**src/rtl/vna_pkg.sv**
```systemverilog
// Shared types and constants for the vertex normal accumulator.
`default_nettype none

package vna_pkg;

  localparam int DEF_MAX_VERTICES = 1024;
  localparam int DEF_POS_BITS     = 16;

  localparam int VCOUNT_W   = 11;
  localparam int ACC_W      = 48;
  localparam int START_W    = 32;
  localparam int UNIT_W     = 16;
  localparam int ADDR_MAX_W = 16;
  localparam int POS_MAX_W  = 20;

  localparam logic [ACC_W-1:0]  ACC_MAX  = 48'h7FFF_FFFF_FFFF;
  localparam logic [ACC_W-1:0]  ACC_MIN  = 48'h8000_0000_0000;
  localparam logic [UNIT_W-1:0] UNIT_ONE = 16'd16384;

  localparam logic [1:0] STATUS_OK          = 2'd0;
  localparam logic [1:0] STATUS_BAD_INDEX   = 2'd1;
  localparam logic [1:0] STATUS_NO_TRIANGLE = 2'd2;

  typedef enum logic [1:0] {
    KIND_LOAD  = 2'd0,
    KIND_TRI   = 2'd1,
    KIND_READ  = 2'd2,
    KIND_BEGIN = 2'd3
  } kind_t;

  typedef struct packed {
    logic [1:0]                kind;
    logic [9:0]                vertex_index;
    logic signed [15:0]        pos_x;
    logic signed [15:0]        pos_y;
    logic signed [15:0]        pos_z;
    logic signed [START_W-1:0] start_normal_x;
    logic signed [START_W-1:0] start_normal_y;
    logic signed [START_W-1:0] start_normal_z;
    logic [11:0]               corner_a;
    logic [11:0]               corner_b;
    logic [11:0]               corner_c;
  } item_t;

  typedef struct packed {
    logic [1:0]               status;
    logic signed [UNIT_W-1:0] unit_x;
    logic signed [UNIT_W-1:0] unit_y;
    logic signed [UNIT_W-1:0] unit_z;
  } result_t;

  typedef struct packed {
    kind_t                     kind;
    logic                      slot_ok;
    logic                      tri_ok;
    logic [ADDR_MAX_W-1:0]     slot;
    logic [ADDR_MAX_W-1:0]     ca;
    logic [ADDR_MAX_W-1:0]     cb;
    logic [ADDR_MAX_W-1:0]     cc;
    logic [POS_MAX_W-1:0]      px;
    logic [POS_MAX_W-1:0]      py;
    logic [POS_MAX_W-1:0]      pz;
    logic signed [START_W-1:0] nx;
    logic signed [START_W-1:0] ny;
    logic signed [START_W-1:0] nz;
  } cmd_t;

endpackage

`default_nettype wire

```
**src/rtl/vna_front.sv**
```systemverilog
// Front end: vertex count register, item intake and index classification.
`default_nettype none

module vna_front #(
  parameter int MAX_VERTICES = 1024,
  parameter int POS_BITS     = 16
) (
  input  wire                         clk,
  input  wire                         rst,
  input  wire                         cfg_valid,
  output logic                        cfg_ready,
  input  wire [10:0]                  cfg_data,
  input  wire                         item_valid,
  output logic                        item_ready,
  input  vna_pkg::item_t              item,
  input  wire                         full,
  output logic                        push,
  output vna_pkg::cmd_t               cmd
);
  import vna_pkg::*;

  localparam int SH = POS_MAX_W - POS_BITS;

  logic [VCOUNT_W-1:0] vcount;
  logic                ok_a;
  logic                ok_b;
  logic                ok_c;

  function automatic logic [POS_MAX_W-1:0] pos_fit(input logic signed [15:0] p);
    logic signed [POS_MAX_W-1:0] w;
    w = POS_MAX_W'(p);
    w = (w <<< SH) >>> SH;
    return w;
  endfunction

  function automatic logic corner_ok(input logic [11:0] c, input logic [VCOUNT_W-1:0] vc);
    return ({20'd0, c} < {21'd0, vc}) && ({20'd0, c} < 32'(MAX_VERTICES));
  endfunction

  assign cfg_ready  = 1'b1;
  assign item_ready = !full;
  assign push       = item_valid && !full;

  always_ff @(posedge clk) begin
    if (rst) begin
      vcount <= '0;
    end else if (cfg_valid) begin
      vcount <= cfg_data;
    end
  end

  always_comb begin
    ok_a        = corner_ok(item.corner_a, vcount);
    ok_b        = corner_ok(item.corner_b, vcount);
    ok_c        = corner_ok(item.corner_c, vcount);
    cmd.kind    = kind_t'(item.kind);
    cmd.slot_ok = ({22'd0, item.vertex_index} < 32'(MAX_VERTICES));
    cmd.tri_ok  = ok_a && ok_b && ok_c;
    cmd.slot    = {6'd0, item.vertex_index};
    cmd.ca      = {4'd0, item.corner_a};
    cmd.cb      = {4'd0, item.corner_b};
    cmd.cc      = {4'd0, item.corner_c};
    cmd.px      = pos_fit(item.pos_x);
    cmd.py      = pos_fit(item.pos_y);
    cmd.pz      = pos_fit(item.pos_z);
    cmd.nx      = item.start_normal_x;
    cmd.ny      = item.start_normal_y;
    cmd.nz      = item.start_normal_z;
  end

endmodule

`default_nettype wire

```
**config.mk**
```make
export PLATFORM = sky130hd
export DESIGN_NAME = vna_front
export DESIGN_NICKNAME = d
export VERILOG_FILES = /design/src/rtl/vna_pkg.sv /design/src/rtl/vna_front.sv
export SDC_FILE = /design/constraint.sdc
export NUM_CORES = 1
export LEC_CHECK = 0
export BUFFER_PORTS_ARGS = -buffer_cell sky130_fd_sc_hd__clkbuf_2
export CORE_AREA = 4 4 169 171
export DETAILED_ROUTE_END_ITERATION = 10
export DIE_AREA = 0 0 173 175
export HOLD_SLACK_MARGIN = 0.1
export PLACE_DENSITY = 0.42
export SLEW_MARGIN = 20
export SYNTH_ARGS = -nofsm -noshare
export SYNTH_HDL_FRONTEND = slang
export SYNTH_SLANG_ARGS = --single-unit
```
**constraint.sdc**
```tcl
create_clock -name clk -period 1.6 [get_ports clk]
set_input_delay 0.32 -clock clk [delete_from_list [all_inputs] [get_ports clk]]
set_output_delay 0.32 -clock clk [all_outputs]
set_load 0.01 [all_outputs]
```
==> flow_summary.toml <==
[outcome]
outcome = "finished, violations left"
violations = "setup timing"

[clocking]
clock-root-buffer = "clkbuf_16"
clk_latency_ps = 240
cts_sinks = 11
clk_pin_slew_ps = 50
cts_buffers = 3
cts-htree-levels = 1
cts_setup_buffers = 0
ctsLongestPathBuffers = 2
cts_tree = "yes"

[hold_path]
hp-start = "cfg_data[4]"
holdPathStages = 3
hp-class = "primary input to flip-flop"
hold_path_end = "vcount[4]"

[place]
placed_cell_area_um2 = 2300
dp_hpwl_um = 8480
numPortBuffers = 90
pre_cts_ws_ps = -645
place_inst = 597
gp_congestion = 0.669

[global_route]
grt_max_degree = 12
antenna_found_initial = 3
grt_use_total_pct = 5.75
grt_pass1_vias = 1656
grt_pass1_wl_um = 12300
overflow = 0

[timing]
period_share_pct = 139
timing.fmax_mhz = 451
setup_violations = 1
hold_slack_ps = 311
tns_ps = -619
period_needed_ps = 2220
fin_skew_ps = 0
finalMaxSlewViolations = 0
setup_slack_ps = -619
rsz0062_at_grt = "yes"
final-hold-violation-count = 0

[drt]
dr_total_vias = 1616
drt_wl_total_um = 9440
drt_iter0_markers = 37
drt.antenna.violating_nets = 0
first_pass_iters = 4
routedWlPerCell_um = 15.7
drt-vias-per-instance = 2.69
drc = 0

[final_layout]
regArea_um2 = 225
mostFrequentLayoutCell = "clkbuf_2"
area_growth_pct = -11.9
final_util_pct = 9.17
n_fill_cell = 3137
largest_reg_flops = 11
final_cells = 601
final_cell_mix = "clkbuf_2 (89), buf_4 (25), ha_1 (23)"
antenna_cells = 0
multi_input_area_um2 = 1050
reg_top3 = "vcount: 11 flops"
fin_area_um2 = 2460
final_layout_size_suffix_gt1_share_pct = 53.5
final_nets = 499
largest_register = "vcount"

[power_and_ir_drop]
p_per_area_nw_per_um2 = 536
p_leak_nw = 1.11
total_power_mw = 1.32
ir_drop_uv = 251

[synth]
synth_xor_area_share_pct = 0
synth_cell_types = 33
synth_top_family_by_area = "buffers and inverters"
synthFlopType = "dfxtp_1"
yosys_register_bits = 11
synthSimpleGateAreaFrac_pct = 7.56
synth_compound_area_share_pct = 5.01
syn_area_um2 = 2800
syn_area_per_cell_um2 = 7.99
yosysWarnings = 0
synth-edff-count = 0
synthMuxAreaShare_pct = 3.94
synthCells = 350
synthAdderAreaFrac_pct = 13.4
seq_area_frac_synth_pct = 7.87
synth-async-reset-ratio_pct = 0

[setup_path]
rrSetupSlack_ps = 870
cp_max_fo = 3
worstSetupEndpointType = "output pin"
reg2reg_depth = 3
cp.arrival_ps = 1900
timing.rr.end = "vcount[7]"
worstSetupStartpointType = "flip-flop"
r2r_start = "vcount[7]"
worst_ep_required_time_ps = 1280
crit_type = "flip-flop to output pin"
crit_path_start = "vcount[2]"

[floorplan]
rows = 60
die_h_um = 175
start_util_pct = 10.4
core_area_um2 = 26900
boundaryPins = 435
dieArea_um2 = 30300
die_w_um = 173

[run]
max_cap_viol_count = 0
==> cells in the mapped netlist, types with 3 or more instances <==
| cell type | number | area share [%] |
|---|---|---|
| nor2_1 | 15 | 2.0 |
| o21a_1 | 3 | 0.81 |
| inv_1 | 11 | 1.5 |
| nand2_1 | 5 | 0.67 |
| buf_4 | 224 | 60 |
| dfxtp_1 | 11 | 7.9 |
| mux2i_1 | 11 | 3.9 |
| nand2b_1 | 3 | 0.67 |
| a21oi_1 | 8 | 1.4 |
| nor3b_1 | 3 | 0.81 |
| ha_1 | 30 | 13 |
==> layer usage <==
metal,track usage (%),up-vias,routed length (um)
li1,-,719,-
met1,5.28,624,3020
met2,8.65,175,4140
met3,4.09,92,1470
met4,4.82,6,768
met5,0,-,41
==> logic make-up (layout without fill, tap and decap cells) <==
logic type / after synthesis / after routing
flops: 11 / 11
mux: 11 / 11
buf+inv: 237 / 129
other cells: 2 / 20
compound gates: 20 / 20
fa+ha+maj: 30 / 30
simple gates: 39 / 39
==> area by class of cell <==
class | instances | area share (%)
clock buffer | 4 | 3.20
inverter | 11 | 1.88
multi-input combinational | 120 | 42.8
sequential | 11 | 9.14
tap | 341 | 17.3
timing repair buffer | 114 | 25.7
==> worst max-delay path, cell delays in order, from the launching register on <==
cell and delay (ps):
dfxtp_1 320, inv_1 90, ha_2 320, o21a_1 160
nor2_4 50, o311a_1 350, o22ai_1 150, nor4_2 60
buf_4 160
==> where the power goes <==
group	leakage, nW	total (mW)	internal (mW)	switching, mW
registers	0.0923	0.304	0.292	0.0111
clock network	0.0382	0.489	0.337	0.152
logic	0.975	0.528	0.250	0.277
==> worst max path at each step <==
stage / endpoint / slack (ps)
after detailed placement: cmd[220] / -640
final: cmd[220] / -620
after global placement: cmd[220] / -660
after floorplan: cmd[220] / -160
after CTS: cmd[220] / -690
after global routing: cmd[220] / -740
==> timing repair <==
action                                  in CTS  in global routing
endpoints found under the setup margin       1                  1
hold buffers                                 0                  0
gates cloned                                 0                  0
pin swaps                                    8                  0
resized for setup                           16                  1
(Power assumes the default switching activity.)
