### config.mk
export PLATFORM = sky130hd
export DESIGN_NAME = vna_fifo
export DESIGN_NICKNAME = d
export VERILOG_FILES = /design/src/rtl/vna_fifo.sv
export SDC_FILE = /design/constraint.sdc
export NUM_CORES = 1
export LEC_CHECK = 0
export ABC_AREA = 1
export ABC_CLOCK_PERIOD_IN_PS = 1000
export BUFFER_PORTS_ARGS = -buffer_cell sky130_fd_sc_hd__buf_4
export CAP_MARGIN = 20
export CORE_ASPECT_RATIO = 0.9
export CORE_MARGIN = 2
export CORE_UTILIZATION = 35
export DETAILED_ROUTE_END_ITERATION = 7
export MAX_ROUTING_LAYER = met4
export PLACE_DENSITY = 0.63
export RECOVER_POWER = 25
export SYNTH_ARGS = -nofsm -noshare
export SYNTH_HDL_FRONTEND = slang
export SYNTH_SLANG_ARGS = --single-unit
export TNS_END_PERCENT = 30
### constraint.sdc
create_clock -name clk -period 1 [get_ports clk]
set_input_delay 0.1 -clock clk [delete_from_list [all_inputs] [get_ports clk]]
set_output_delay 0.1 -clock clk [all_outputs]
set_load 0.1 [all_outputs]
### src/rtl/vna_fifo.sv
// Command queue between the front end and the back end.
`default_nettype none

module vna_fifo #(
  parameter int WIDTH = 8,
  parameter int DEPTH = 4
) (
  input  wire              clk,
  input  wire              rst,
  input  wire              push,
  input  wire [WIDTH-1:0]  din,
  input  wire              pop,
  output logic [WIDTH-1:0] dout,
  output logic             empty,
  output logic             full
);

  localparam int PW = (DEPTH > 1) ? $clog2(DEPTH) : 1;

  logic [WIDTH-1:0] mem [DEPTH];
  logic [PW:0]      wr_ptr;
  logic [PW:0]      rd_ptr;

  assign empty = (wr_ptr == rd_ptr);
  assign full  = (wr_ptr[PW] != rd_ptr[PW]) && (wr_ptr[PW-1:0] == rd_ptr[PW-1:0]);
  assign dout  = mem[rd_ptr[PW-1:0]];

  always_ff @(posedge clk) begin
    if (push) begin
      mem[wr_ptr[PW-1:0]] <= din;
    end
  end

  always_ff @(posedge clk) begin
    if (rst) begin
      wr_ptr <= '0;
      rd_ptr <= '0;
    end else begin
      if (push) begin
        wr_ptr <= wr_ptr + 1'b1;
      end
      if (pop) begin
        rd_ptr <= rd_ptr + 1'b1;
      end
    end
  end

endmodule

`default_nettype wire

==> results.rst, run 1 <==
.. list-table::
   :header-rows: 1

   * - Metric
     - Value
   * - Worst hold path type
     - primary input to flop
   * - Final cycle utilization of the critical path
     - 141%
   * - PortBufs
     - 21
   * - Number of optimization iterations in the first detailed-route pass
     - 4
   * - Crit path arrival time
     - 1310 ps
   * - Clock sinks
     - 40
   * - Required arrival time at the worst endpoint
     - about 900 ps
   * - Critical Path End Type
     - output pin
   * - Internal Dissipation
     - 2.86 mW
   * - Area overhead of the layout relative to synthesis
     - 47.2%
   * - Detailed Route WL
     - between 3 and 4 mm
   * - Die ar.
     - 5350 µm²
   * - Async S/R FF share, synth
     - 0%
   * - Violation count after the first detailed-routing iteration
     - 64
   * - Pwr Density
     - 1730 nW/µm²
   * - Fraction of layout instances using a drive strength above 1
     - 41.3%
   * - Clock root buffer
     - sky130_fd_sc_hd__clkbuf_8
   * - Final weighted congestion of routability-driven global placement
     - 0.774
   * - Vertical die dimension
     - 69.6 µm
   * - First-pass GRT wire length
     - 5.47 mm
   * - Setup WS pre-CTS
     - -369 ps
   * - Highest Clock Rate
     - 707 MHz
   * - Yosys reg bits
     - 40
   * - Total congestion overflow after global routing
     - 0
   * - H-tree levels
     - 2
   * - Post-layout utilization of the core
     - between 50% and 60%
   * - Clock transition at the registers of the reported paths
     - 70 ps
   * - Dpl hpwl
     - 2.14 mm
   * - Violations in the final reports
     - setup timing
   * - Maximum clock insertion buffer count
     - 2
   * - Combinational power share
     - about 31%
   * - Count of vias placed by the detailed router
     - between 1000 and 1500
   * - Number of endpoints failing setup at the final stage
     - 44
   * - Maximum number of pins on one net before global-route repair
     - 17
   * - Total number of placement rows
     - 23
   * - Worst ir drop on vdd
     - 0.000781 V
   * - Clk_lat worst skew
     - 290 ps
   * - Area of the core
     - around 4500 µm²
   * - Worst slew margin relative to its limit
     - between 80 and 90%
   * - Commonest non-fill, non-tap cell in the layout
     - sky130_fd_sc_hd__edfxtp_1
   * - Status
     - complete, but fails checks
   * - Die X-Extent
     - 76.8 µm
   * - Number of synthesized flops with an enable pin
     - 32
   * - Count of pins on the block boundary
     - 22
   * - Final Hold Viols
     - 0
   * - Sw Ratio
     - 32.9%
   * - Critical-path maximum fanout
     - 16
   * - Synthesis warning total
     - 0
   * - Highest-count cells in the layout ignoring fill and taps
     - sky130_fd_sc_hd__edfxtp_1 (32), sky130_fd_sc_hd__nand2_1 (21), sky130_fd_sc_hd__buf_4 (20), sky130_fd_sc_hd__inv_1 (19), sky130_fd_sc_hd__o211ai_1 (16)
   * - Number of vias per cell
     - approximately 4.5
   * - Post-Place Cell Area
     - 2060 µm²
   * - Number of antenna violations at the first check in global routing
     - 0
   * - Clock Skews
     - 5.43 ps
   * - Net count of the finished layout
     - 212
   * - Final standard cell count with taps included and fillers excluded
     - 258
   * - Fin crit period
     - 1410 ps
   * - Cell count after placement
     - 237
   * - Worst slew pin tran
     - ~300 ps
   * - Post-synthesis sequential area ratio
     - 67.1%
   * - Drt drc
     - 0
   * - Clock share of power
     - 23.9%
   * - MaxCap Viol Count
     - 0
   * - Via count of the first global-routing pass
     - 1156
   * - TritonCTS clock tree
     - done
   * - Count of different cell masters after synthesis
     - 14
   * - Sw Pwr
     - about 1.4 mW
   * - Final antenna-violating net count
     - 0
   * - Pleak
     - 0.991 nW
   * - Number of nets produced by synthesis
     - between 150 and 200
   * - Post-synthesis instance area
     - 1670 µm²
   * - All-Layer GR Usage
     - 14.1%
   * - Crit path kind
     - flop to output pin
   * - Final max-slew violation count
     - 0
   * - Proportion of power drawn by flip-flops and latches
     - 45.1%
   * - Avg Synthesized Cell Area
     - 11.4 µm²
   * - Fin Hold WS
     - between 30 and 40 ps
   * - Count of mapped cells out of synthesis
     - 146
   * - Post-route worst setup slack
     - -414 ps
   * - Initial Utilization
     - 37.0%
   * - Main synth FF type
     - sky130_fd_sc_hd__edfxtp_1
   * - RSZ-0062 raised after global routing
     - yes
   * - Routed len/inst
     - 13.3 µm
   * - Final antenna diode count
     - 0
   * - Number of inserted filler cells in the final layout
     - 404
   * - Kind of start point of the critical path
     - flop
   * - Final instance area
     - around 2500 µm²
   * - TritonCTS buffer count
     - 5
## worst max-delay path, cell delays in order (launching register included)
cell	delay [ps]
sky130_fd_sc_hd__dfxtp_4	360
sky130_fd_sc_hd__buf_12	150
sky130_fd_sc_hd__o211ai_1	270
sky130_fd_sc_hd__nand2_4	70
sky130_fd_sc_hd__buf_8	180
## worst paths after layout
kind                                 from   endpoint  slack, ps  depth (start not counted)
worst min-delay path                  pop  rd_ptr[1]         30                          2
worst max register to register  wr_ptr[0]  wr_ptr[2]       -230                          8
worst max-delay path                 flop    dout[1]       -410                          4
worst min register to register  rd_ptr[2]  rd_ptr[2]        610                          3
## flip-flops by register name (all words and copies together), names as in the netlist, named ones only
name,flops
wr_ptr,3
rd_ptr,3
mem,32
## area by class of cell
type / instances / area [µm²] / area share (%)
tap: 62 / 77.6 / 3.15
multi-input combinational: 74 / 549 / 22.3
clock inverter: 1 / 5.00 / 0.203
sequential: 40 / 1140 / 46.2
timing repair buffer: 46 / 488 / 19.8
inverter: 28 / 128 / 5.19
clock buffer: 7 / 76.3 / 3.10
## power by group through the flow
| stage | clock network [mW] | registers [mW] | logic, mW |
|---|---|---|---|
| 4_1_cts | 1.04 | 1.92 | 1.27 |
| 5_1_grt | 1.12 | 1.93 | 1.39 |
| 2_1_floorplan | 0 | 1.95 | 0.801 |
| 6_report | 1.02 | 1.92 | 1.32 |
| 3_3_place_gp | 0 | 1.98 | 0.997 |
| 3_5_place_dp | 0 | 1.99 | 1.02 |
## metal layers
metal  GRT usage, %  vias up  routed length [µm]
met4           3.03        0                  46
met2           24.0       23                1790
li1               -      584                   -
met3           5.60        6                 160
met1           15.6      553                1430
met5              -        -                   0
## through the flow
step,TNS [ps],power (mW)
after floorplan,-2040,2.75
after global placement,-6760,2.98
after detailed placement,-7940,3.00
final,-9240,4.26
after global routing,-11560,4.44
after CTS,-8760,4.23
## cell usage after synthesis, types with 3 or more instances
master / number / area share [%]
sky130_fd_sc_hd__a21oi_1: 4 / 1.2
sky130_fd_sc_hd__buf_6: 3 / 2.0
sky130_fd_sc_hd__dfxtp_1: 8 / 9.6
sky130_fd_sc_hd__edfxtp_1: 32 / 57
sky130_fd_sc_hd__ha_1: 5 / 3.7
sky130_fd_sc_hd__inv_1: 24 / 5.4
sky130_fd_sc_hd__inv_2: 4 / 0.90
sky130_fd_sc_hd__nand2_1: 35 / 7.9
sky130_fd_sc_hd__nor2_1: 7 / 1.6
sky130_fd_sc_hd__o211ai_1: 16 / 7.2
sky130_fd_sc_hd__o21ai_1: 3 / 0.90
sky130_fd_sc_hd__xnor2_1: 3 / 1.6
## kinds of logic (layout without fill, tap and decap cells)
family | after synthesis | in the layout | share of synthesized area (%)
XOR/XNOR | 3 | 3 | 1.57
buffers and inverters | 32 | 82 | 8.61
flip-flops | 40 | 40 | 67.1
adder cells (fa/ha/maj) | 5 | 5 | 3.74
AO/OA/AOI/OAI | 23 | 23 | 9.28
AND/OR/NAND/NOR | 43 | 43 | 9.73
## what timing repair did
item                                   4_1_cts  5_1_grt
pin swaps                                    7        9
setup endpoints to repair                   46       46
endpoints found under the hold margin        7       15
hold buffers                                 3        4
gates resized for setup                     48       17
setup buffers                                6        3
(Power assumes the default switching activity.)
==> run 2: changes to the inputs <==
==> constraint.sdc (replaced) <==
create_clock -name clk -period 1 [get_ports clk]
set_input_delay 0.1 -clock clk [delete_from_list [all_inputs] [get_ports clk]]
set_output_delay 0.1 -clock clk [all_outputs]
set_load 0.02 [all_outputs]
==> results.rst, run 2 (same netlist as run 1, synthesis figures left out) <==
.. list-table::
   :header-rows: 1

   * - Metric
     - Value
   * - Status
     - complete, but fails checks
   * - Violations in the final reports
     - setup timing
   * - TritonCTS clock tree
     - done
   * - RSZ-0062 raised after global routing
     - yes
   * - Crit path kind
     - flop to output pin
   * - Net count of the finished layout
     - 194 (-8.5%)
   * - Dpl hpwl
     - 2.20 mm (+3.0%)
   * - Commonest non-fill, non-tap cell in the layout
     - sky130_fd_sc_hd__edfxtp_1
   * - Kind of start point of the critical path
     - flop
   * - Via count of the first global-routing pass
     - 1106 (-4.3%)
   * - Number of endpoints failing setup at the final stage
     - 44 (unchanged)
   * - Clock sinks
     - 40 (unchanged)
   * - Flip-flop count of the largest register, all copies and words added
     - 32 (unchanged)
   * - Die ar.
     - 5350 µm² (unchanged)
   * - Worst slew pin tran
     - 215 ps (-78.7 ps)
   * - Flip-flop and latch area
     - 1130 µm² (-0.55%)
   * - Total congestion overflow after global routing
     - 0 (unchanged)
   * - Clk_lat worst skew
     - 290 ps (about the same)
   * - Die X-Extent
     - 76.8 µm (unchanged)
   * - Number of optimization iterations in the first detailed-route pass
     - 4 (unchanged)
   * - Number of buffers and inverters on the critical path
     - 2 (unchanged)
   * - H-tree levels
     - 2 (unchanged)
   * - Pleak
     - 0.872 nW (-12%)
   * - Required arrival time at the worst endpoint
     - 900 ps (about the same)
   * - Critical Path End Type
     - output pin
   * - TritonCTS buffer count
     - 5 (unchanged)
   * - Vertical die dimension
     - 69.6 µm (unchanged)
   * - MaxCap Viol Count
     - 0 (unchanged)
   * - Number of vias per cell
     - 4.51 (-0.24%)
   * - Setup_tns
     - -5280 ps (+3960 ps)
   * - Maximum number of pins on one net before global-route repair
     - 33 (+16)
   * - Number of inserted filler cells in the final layout
     - 421 (+4.2%)
   * - Highest Clock Rate
     - 755 MHz (+6.8%)
   * - Area of the core
     - 4520 µm² (unchanged)
   * - Clock Skews
     - 1.59 ps (-3.84 ps)
   * - Final antenna-violating net count
     - 0 (unchanged)
   * - Area overhead of the layout relative to synthesis
     - 29.7%
   * - Count of vias placed by the detailed router
     - 1082 (-7.2%)
   * - Post-layout utilization of the core
     - 48.0% (-6.5 points)
   * - Met3 capacity usage during global routing
     - 3.78% (-1.8 points)
   * - Met1 Use GR
     - 13.7% (-1.9 points)
   * - Initial Utilization
     - 37.0% (unchanged)
   * - Highest-count cells in the layout ignoring fill and taps
     - sky130_fd_sc_hd__edfxtp_1 (32), sky130_fd_sc_hd__nand2_1 (30), sky130_fd_sc_hd__inv_1 (20), sky130_fd_sc_hd__o211ai_1 (16), sky130_fd_sc_hd__buf_4 (11)
   * - Cell breakdown of the critical path
     - buf_12 > o211ai_1 > nand2_1 > buf_6
   * - First-pass GRT wire length
     - 5.25 mm (-4.0%)
   * - Family of cells with the greatest summed delay on the critical path
     - flip-flops
   * - Number of antenna violations at the first check in global routing
     - 0 (unchanged)
   * - Post-route worst setup slack
     - -324 ps (+90.4 ps)
   * - Critical-path maximum fanout
     - 32 (+16)
   * - All-Layer GR Usage
     - 13.3% (-0.82 points)
   * - Slowest-stage cell, CP
     - sky130_fd_sc_hd__dfxtp_2
   * - Final weighted congestion of routability-driven global placement
     - 0.823 (+6.3%)
   * - Maximum clock insertion buffer count
     - 2 (unchanged)
   * - Routed len/inst
     - 12.8 µm (-3.3%)
   * - Fin crit period
     - 1320 ps (-90.4 ps)
   * - Worst ir drop on vdd
     - 0.000712 V (-8.8%)
   * - PortBufs
     - 21 (unchanged)
   * - Final max-slew violation count
     - 0 (unchanged)
   * - Layer carrying the most global-route usage
     - met2
   * - Pwr Density
     - 1650 nW/µm² (-4.7%)
   * - Final cycle utilization of the critical path
     - 132% (-9.0 points)
   * - Clock root buffer
     - sky130_fd_sc_hd__clkbuf_8
   * - Drt drc
     - 0 (unchanged)
   * - Worst hold path type
     - primary input to flop
   * - Max incr delay on CP
     - 330 ps (-30 ps)
   * - Met2 track demand over resource
     - 24.2% (+0.19 points)
   * - Final Hold Viols
     - 0 (unchanged)
   * - Count of pins on the block boundary
     - 22 (unchanged)
   * - Total number of placement rows
     - 23 (unchanged)
   * - Final antenna diode count
     - 0 (unchanged)
   * - Violation count after the first detailed-routing iteration
     - 81 (+27%)
   * - Fraction of layout instances using a drive strength above 1
     - 30.3% (-11 points)
   * - Crit path arrival time
     - 1220 ps (-90 ps)
   * - Detailed Route WL
     - 3.08 mm (-10%)
   * - Area of the multi-input gates
     - 494 µm² (-10%)
   * - Worst slew margin relative to its limit
     - 85.7% (+5.3 points)
   * - Clock transition at the registers of the reported paths
     - 70 ps (about the same)
run 2: repair_timing:
action | in CTS | in global routing
hold buffers | 1 | 0
hold endpoints to repair | 2 | 0
cloned | 0 | 0
endpoints found under the setup margin | 44 | 46
setup buffers | 1 | 0
resized for setup | 30 | 20
pin swaps | 7 | 5
run 2: cell type report:
type	instances	share of cell area (%)
Sequential cell	40	52.1
Multi-Input combinational cell	74	22.8
Timing Repair Buffer	28	11.3
Inverter	28	6.46
Tap cell	62	3.58
Clock buffer	5	3.17
Clock inverter	3	0.635
run 2: worst paths after layout:
| kind | from | cells past startpoint | to | slack [ps] |
|---|---|---|---|---|
| max | flop | 4 | dout[3] | -320 |
| min | din[7] | 1 | mem[0][7] | 20 |
| max reg2reg | wr_ptr[1] | 6 | wr_ptr[2] | -100 |
| min reg2reg | wr_ptr[2] | 2 | wr_ptr[2] | 540 |
run 2: metal layers:
metal / up-vias / wire, µm
li1: 547 / -
met1: 508 / 1250
met2: 20 / 1670
met3: 7 / 116
met4: 0 / 45
met5: - / 0
run 2: through the flow:
stage / hold WS [ps] / power [mW] / std cells / worst slack, ps / area, µm²
5_1_grt: 16.3 / 3.75 / 240 / -423 / 2170
6_report: 17.6 / 3.58 / 240 / -324 / 2170
3_3_place_gp: 281 / 2.48 / 230 / -80.7 / 1920
4_1_cts: 12.9 / 3.59 / 240 / -359 / 2110
3_5_place_dp: 282 / 2.50 / 230 / -115 / 1920
2_1_floorplan: 172 / 2.27 / 146 / -14.4 / 1670
run 2: report_power, final:
part           internal, mW  total, mW  switching (mW)
registers              1.88       1.92          0.0442
logic                 0.294      0.654           0.360
clock network         0.473      0.998           0.525
total                  2.65       3.58           0.929
==> run 3: changes to the inputs <==
--- a/config.mk
+++ b/config.mk
@@ -14,7 +14,6 @@
 export CORE_UTILIZATION = 35
 export DETAILED_ROUTE_END_ITERATION = 7
 export MAX_ROUTING_LAYER = met4
-export PLACE_DENSITY = 0.63
 export RECOVER_POWER = 25
 export SYNTH_ARGS = -nofsm -noshare
 export SYNTH_HDL_FRONTEND = slang
==> constraint.sdc (replaced) <==
create_clock -name clk -period 1 [get_ports clk]
set_input_delay 0.3 -clock clk [delete_from_list [all_inputs] [get_ports clk]]
set_output_delay 0.3 -clock clk [all_outputs]
set_load 0.02 [all_outputs]
==> results.rst, run 3 (same netlist as run 1, synthesis figures left out) <==
.. list-table::
   :header-rows: 1

   * - Metric
     - Value
   * - First-pass GRT wire length
     - 4.97 mm (-5.3%)
   * - Required arrival time at the worst endpoint
     - 700 ps (-200 ps)
   * - Post-route worst setup slack
     - -509 ps (-185 ps)
   * - Sw Pwr
     - 0.962 mW (+3.5%)
   * - Max incr delay on CP
     - 330 ps (about the same)
   * - Worst slew pin tran
     - 209 ps (-6.39 ps)
   * - Critical-path maximum fanout
     - 32 (unchanged)
   * - Violation count after the first detailed-routing iteration
     - 59 (-27%)
   * - Worst slew margin relative to its limit
     - 86.1% (+0.41 points)
   * - Final antenna-violating net count
     - 0 (unchanged)
   * - Crit path arrival time
     - 1210 ps (about the same)
   * - Number of buffers and inverters on the critical path
     - 2 (unchanged)
   * - Start point of the worst min-delay path
     - rst
   * - Flip-flop count of the largest register, all copies and words added
     - 32 (unchanged)
   * - Clk_lat worst skew
     - 280 ps (about the same)
   * - All-Layer GR Usage
     - 12.8% (-0.42 points)
   * - Fin crit period
     - 1510 ps (+185 ps)
   * - Crit path kind
     - flop to output pin
   * - Proportion of power drawn by flip-flops and latches
     - 48.8% (-5.0 points)
   * - Startpoint of the worst register-to-register path
     - wr_ptr[1]
   * - MaxCap Viol Count
     - 0 (unchanged)
   * - Die X-Extent
     - 76.8 µm (unchanged)
   * - Status
     - complete, but fails checks
   * - Clock sinks
     - 40 (unchanged)
   * - Final max-slew violation count
     - 0 (unchanged)
   * - Minimum setup slack among reg-to-reg paths
     - -210 ps (-110 ps)
   * - RSZ-0062 raised after global routing
     - yes
   * - Area of the core
     - 4520 µm² (unchanged)
   * - Area of the multi-input gates
     - 577 µm² (+17%)
   * - Area overhead of the layout relative to synthesis
     - 40.5%
   * - Maximum clock insertion buffer count
     - 2 (unchanged)
   * - Via count of the first global-routing pass
     - 1084 (-2.0%)
   * - Number of inserted filler cells in the final layout
     - 389 (-7.6%)
   * - Maximum number of pins on one net before global-route repair
     - 33 (unchanged)
   * - Highest-count cells in the layout ignoring fill and taps
     - sky130_fd_sc_hd__edfxtp_1 (32), sky130_fd_sc_hd__nand2_1 (20), sky130_fd_sc_hd__inv_1 (19), sky130_fd_sc_hd__o211ai_1 (16), sky130_fd_sc_hd__buf_4 (16)
   * - PortBufs
     - 21 (unchanged)
   * - Final antenna diode count
     - 0 (unchanged)
   * - Critical Path End Type
     - output pin
   * - Number of optimization iterations in the first detailed-route pass
     - 4 (unchanged)
   * - Drt drc
     - 0 (unchanged)
   * - Die ar.
     - 5350 µm² (unchanged)
   * - Flip-flop and latch area
     - 1130 µm² (+0.44%)
   * - Highest Clock Rate
     - 663 MHz (-12%)
   * - Number of cells on the worst reg-to-reg path
     - 6 (unchanged)
   * - Initial Utilization
     - 37.0% (unchanged)
   * - Family of cells with the greatest summed delay on the critical path
     - flip-flops
   * - Fraction of layout instances using a drive strength above 1
     - 44.9% (+15 points)
   * - Slowest-stage cell, CP
     - sky130_fd_sc_hd__dfxtp_2
   * - Sink of the worst hold path
     - rd_ptr[0]
   * - Count of vias placed by the detailed router
     - 1127 (+4.2%)
   * - Final Hold Viols
     - 0 (unchanged)
   * - Combinational power share
     - 19.6% (+1.3 points)
   * - Cell breakdown of the critical path
     - buf_12 > o211ai_1 > nand2_2 > buf_6
   * - Clock transition at the registers of the reported paths
     - 80 ps (about the same)
   * - Vertical die dimension
     - 69.6 µm (unchanged)
   * - Final weighted congestion of routability-driven global placement
     - 0.724 (-12%)
   * - Total congestion overflow after global routing
     - 0 (unchanged)
   * - Violations in the final reports
     - setup timing
   * - Post-Place Cell Area
     - 2000 µm² (+4.2%)
   * - Number of antenna violations at the first check in global routing
     - 0 (unchanged)
   * - Clock share of power
     - 31.6% (+3.7 points)
   * - Net count of the finished layout
     - 201 (+3.6%)
   * - H-tree levels
     - 2 (unchanged)
   * - Detailed Route WL
     - 3.22 mm (+4.5%)
   * - Total number of placement rows
     - 23 (unchanged)
   * - Dpl hpwl
     - 2.05 mm (-6.9%)
   * - Setup WS pre-CTS
     - -216 ps (-101 ps)
   * - Count of pins on the block boundary
     - 22 (unchanged)
   * - TritonCTS clock tree
     - done
   * - Final cycle utilization of the critical path
     - 151% (+18 points)
   * - Clock root buffer
     - sky130_fd_sc_hd__clkbuf_8
   * - Final instance area
     - 2350 µm² (+8.3%)
   * - Worst hold path type
     - primary input to flop
   * - Sw Ratio
     - 24.4% (-1.6 points)
   * - Clock Skews
     - 9.89 ps (+8.30 ps)
   * - Number of vias per cell
     - 4.56 (+1.2%)
   * - Routed len/inst
     - 13.0 µm (+1.5%)
   * - Worst hold path depth
     - 2 (+1)
   * - Pleak
     - 0.932 nW (+6.9%)
   * - Commonest non-fill, non-tap cell in the layout
     - sky130_fd_sc_hd__edfxtp_1
   * - Internal Dissipation
     - 2.98 mW (+12%)
   * - Worst ir drop on vdd
     - 0.00105 V (+47%)
   * - Pwr Density
     - 1680 nW/µm² (+1.6%)
   * - Reg2reg end
     - wr_ptr[2]
   * - Kind of start point of the critical path
     - flop
   * - Number of endpoints failing setup at the final stage
     - 44 (unchanged)
   * - TritonCTS buffer count
     - 5 (unchanged)
==> run 3: cell types whose count changed in the layout (fill, tap and decap cells not counted), moves of 2 or more <==
cell,previous run,this run
sky130_fd_sc_hd__nand2_2,2,10
sky130_fd_sc_hd__buf_4,11,16
sky130_fd_sc_hd__dfxtp_1,3,1
sky130_fd_sc_hd__ha_1,2,0
sky130_fd_sc_hd__nand2_4,3,5
sky130_fd_sc_hd__buf_6,10,14
sky130_fd_sc_hd__nor2_4,0,2
sky130_fd_sc_hd__nor2_1,7,5
sky130_fd_sc_hd__inv_2,2,4
sky130_fd_sc_hd__ha_4,3,5
sky130_fd_sc_hd__nand2_1,30,20
==> run 3: layout make-up <==
cell class                      count  area share [%]
Timing Repair Buffer               34            13.2
Clock inverter                      2            1.49
Timing Repair inverter              1           0.320
Multi-Input combinational cell     74            24.6
Tap cell                           62            3.30
Sequential cell                    40            48.3
Inverter                           28            5.75
Clock buffer                        6            3.09
==> run 3: what timing repair did <==
item,CTS,global route
hold endpoints to repair,0,0
hold buffers,0,0
pin swaps,7,7
setup endpoints to repair,47,48
buffers inserted,3,2
cloned,1,0
resized for setup,33,28
==> run 3: power by group through the flow <==
stage / registers (mW) / logic, mW / clock network (mW)
finish: 1.92 / 0.771 / 1.24
global placement: 1.95 / 0.585 / 0
floorplan: 1.95 / 0.372 / 0
CTS: 1.92 / 0.709 / 1.28
global route: 1.93 / 0.833 / 1.34
detailed placement: 1.95 / 0.606 / 0
==> run 3: routing by layer <==
layer  part of all wire, %  up-vias  global-route usage, %
met5                     0        -                      -
li1                      -      565                      -
met3                   2.5        5                   3.52
met4                   1.4        0                   4.85
met2                    55       15                   22.4
met1                    41      542                   13.9
==> run 3: worst max path at each step <==
stage               from      end  slack (ps)  cells after the start
3_3_place_gp        flop  dout[1]        -190                      4
6_report            flop  dout[2]        -510                      4
2_1_floorplan  rd_ptr[2]    empty         -60                      3
3_5_place_dp        flop  dout[6]        -220                      5
4_1_cts             flop  dout[3]        -520                      4
5_1_grt             flop  dout[2]        -570                      5
==> run 3: stage by stage <==
step | hold WS, ps | total power, mW | std cells | util (%) | setup TNS [ps]
4_1_cts | 163 | 3.90 | 246 | 49.9 | -9850
3_3_place_gp | 479 | 2.54 | 234 | 44.2 | -5410
6_report | 172 | 3.94 | 247 | 52.0 | -9160
3_5_place_dp | 479 | 2.56 | 234 | 44.2 | -5860
2_1_floorplan | 365 | 2.32 | 146 | - | -777
5_1_grt | 163 | 4.10 | 247 | 52.0 | -10890
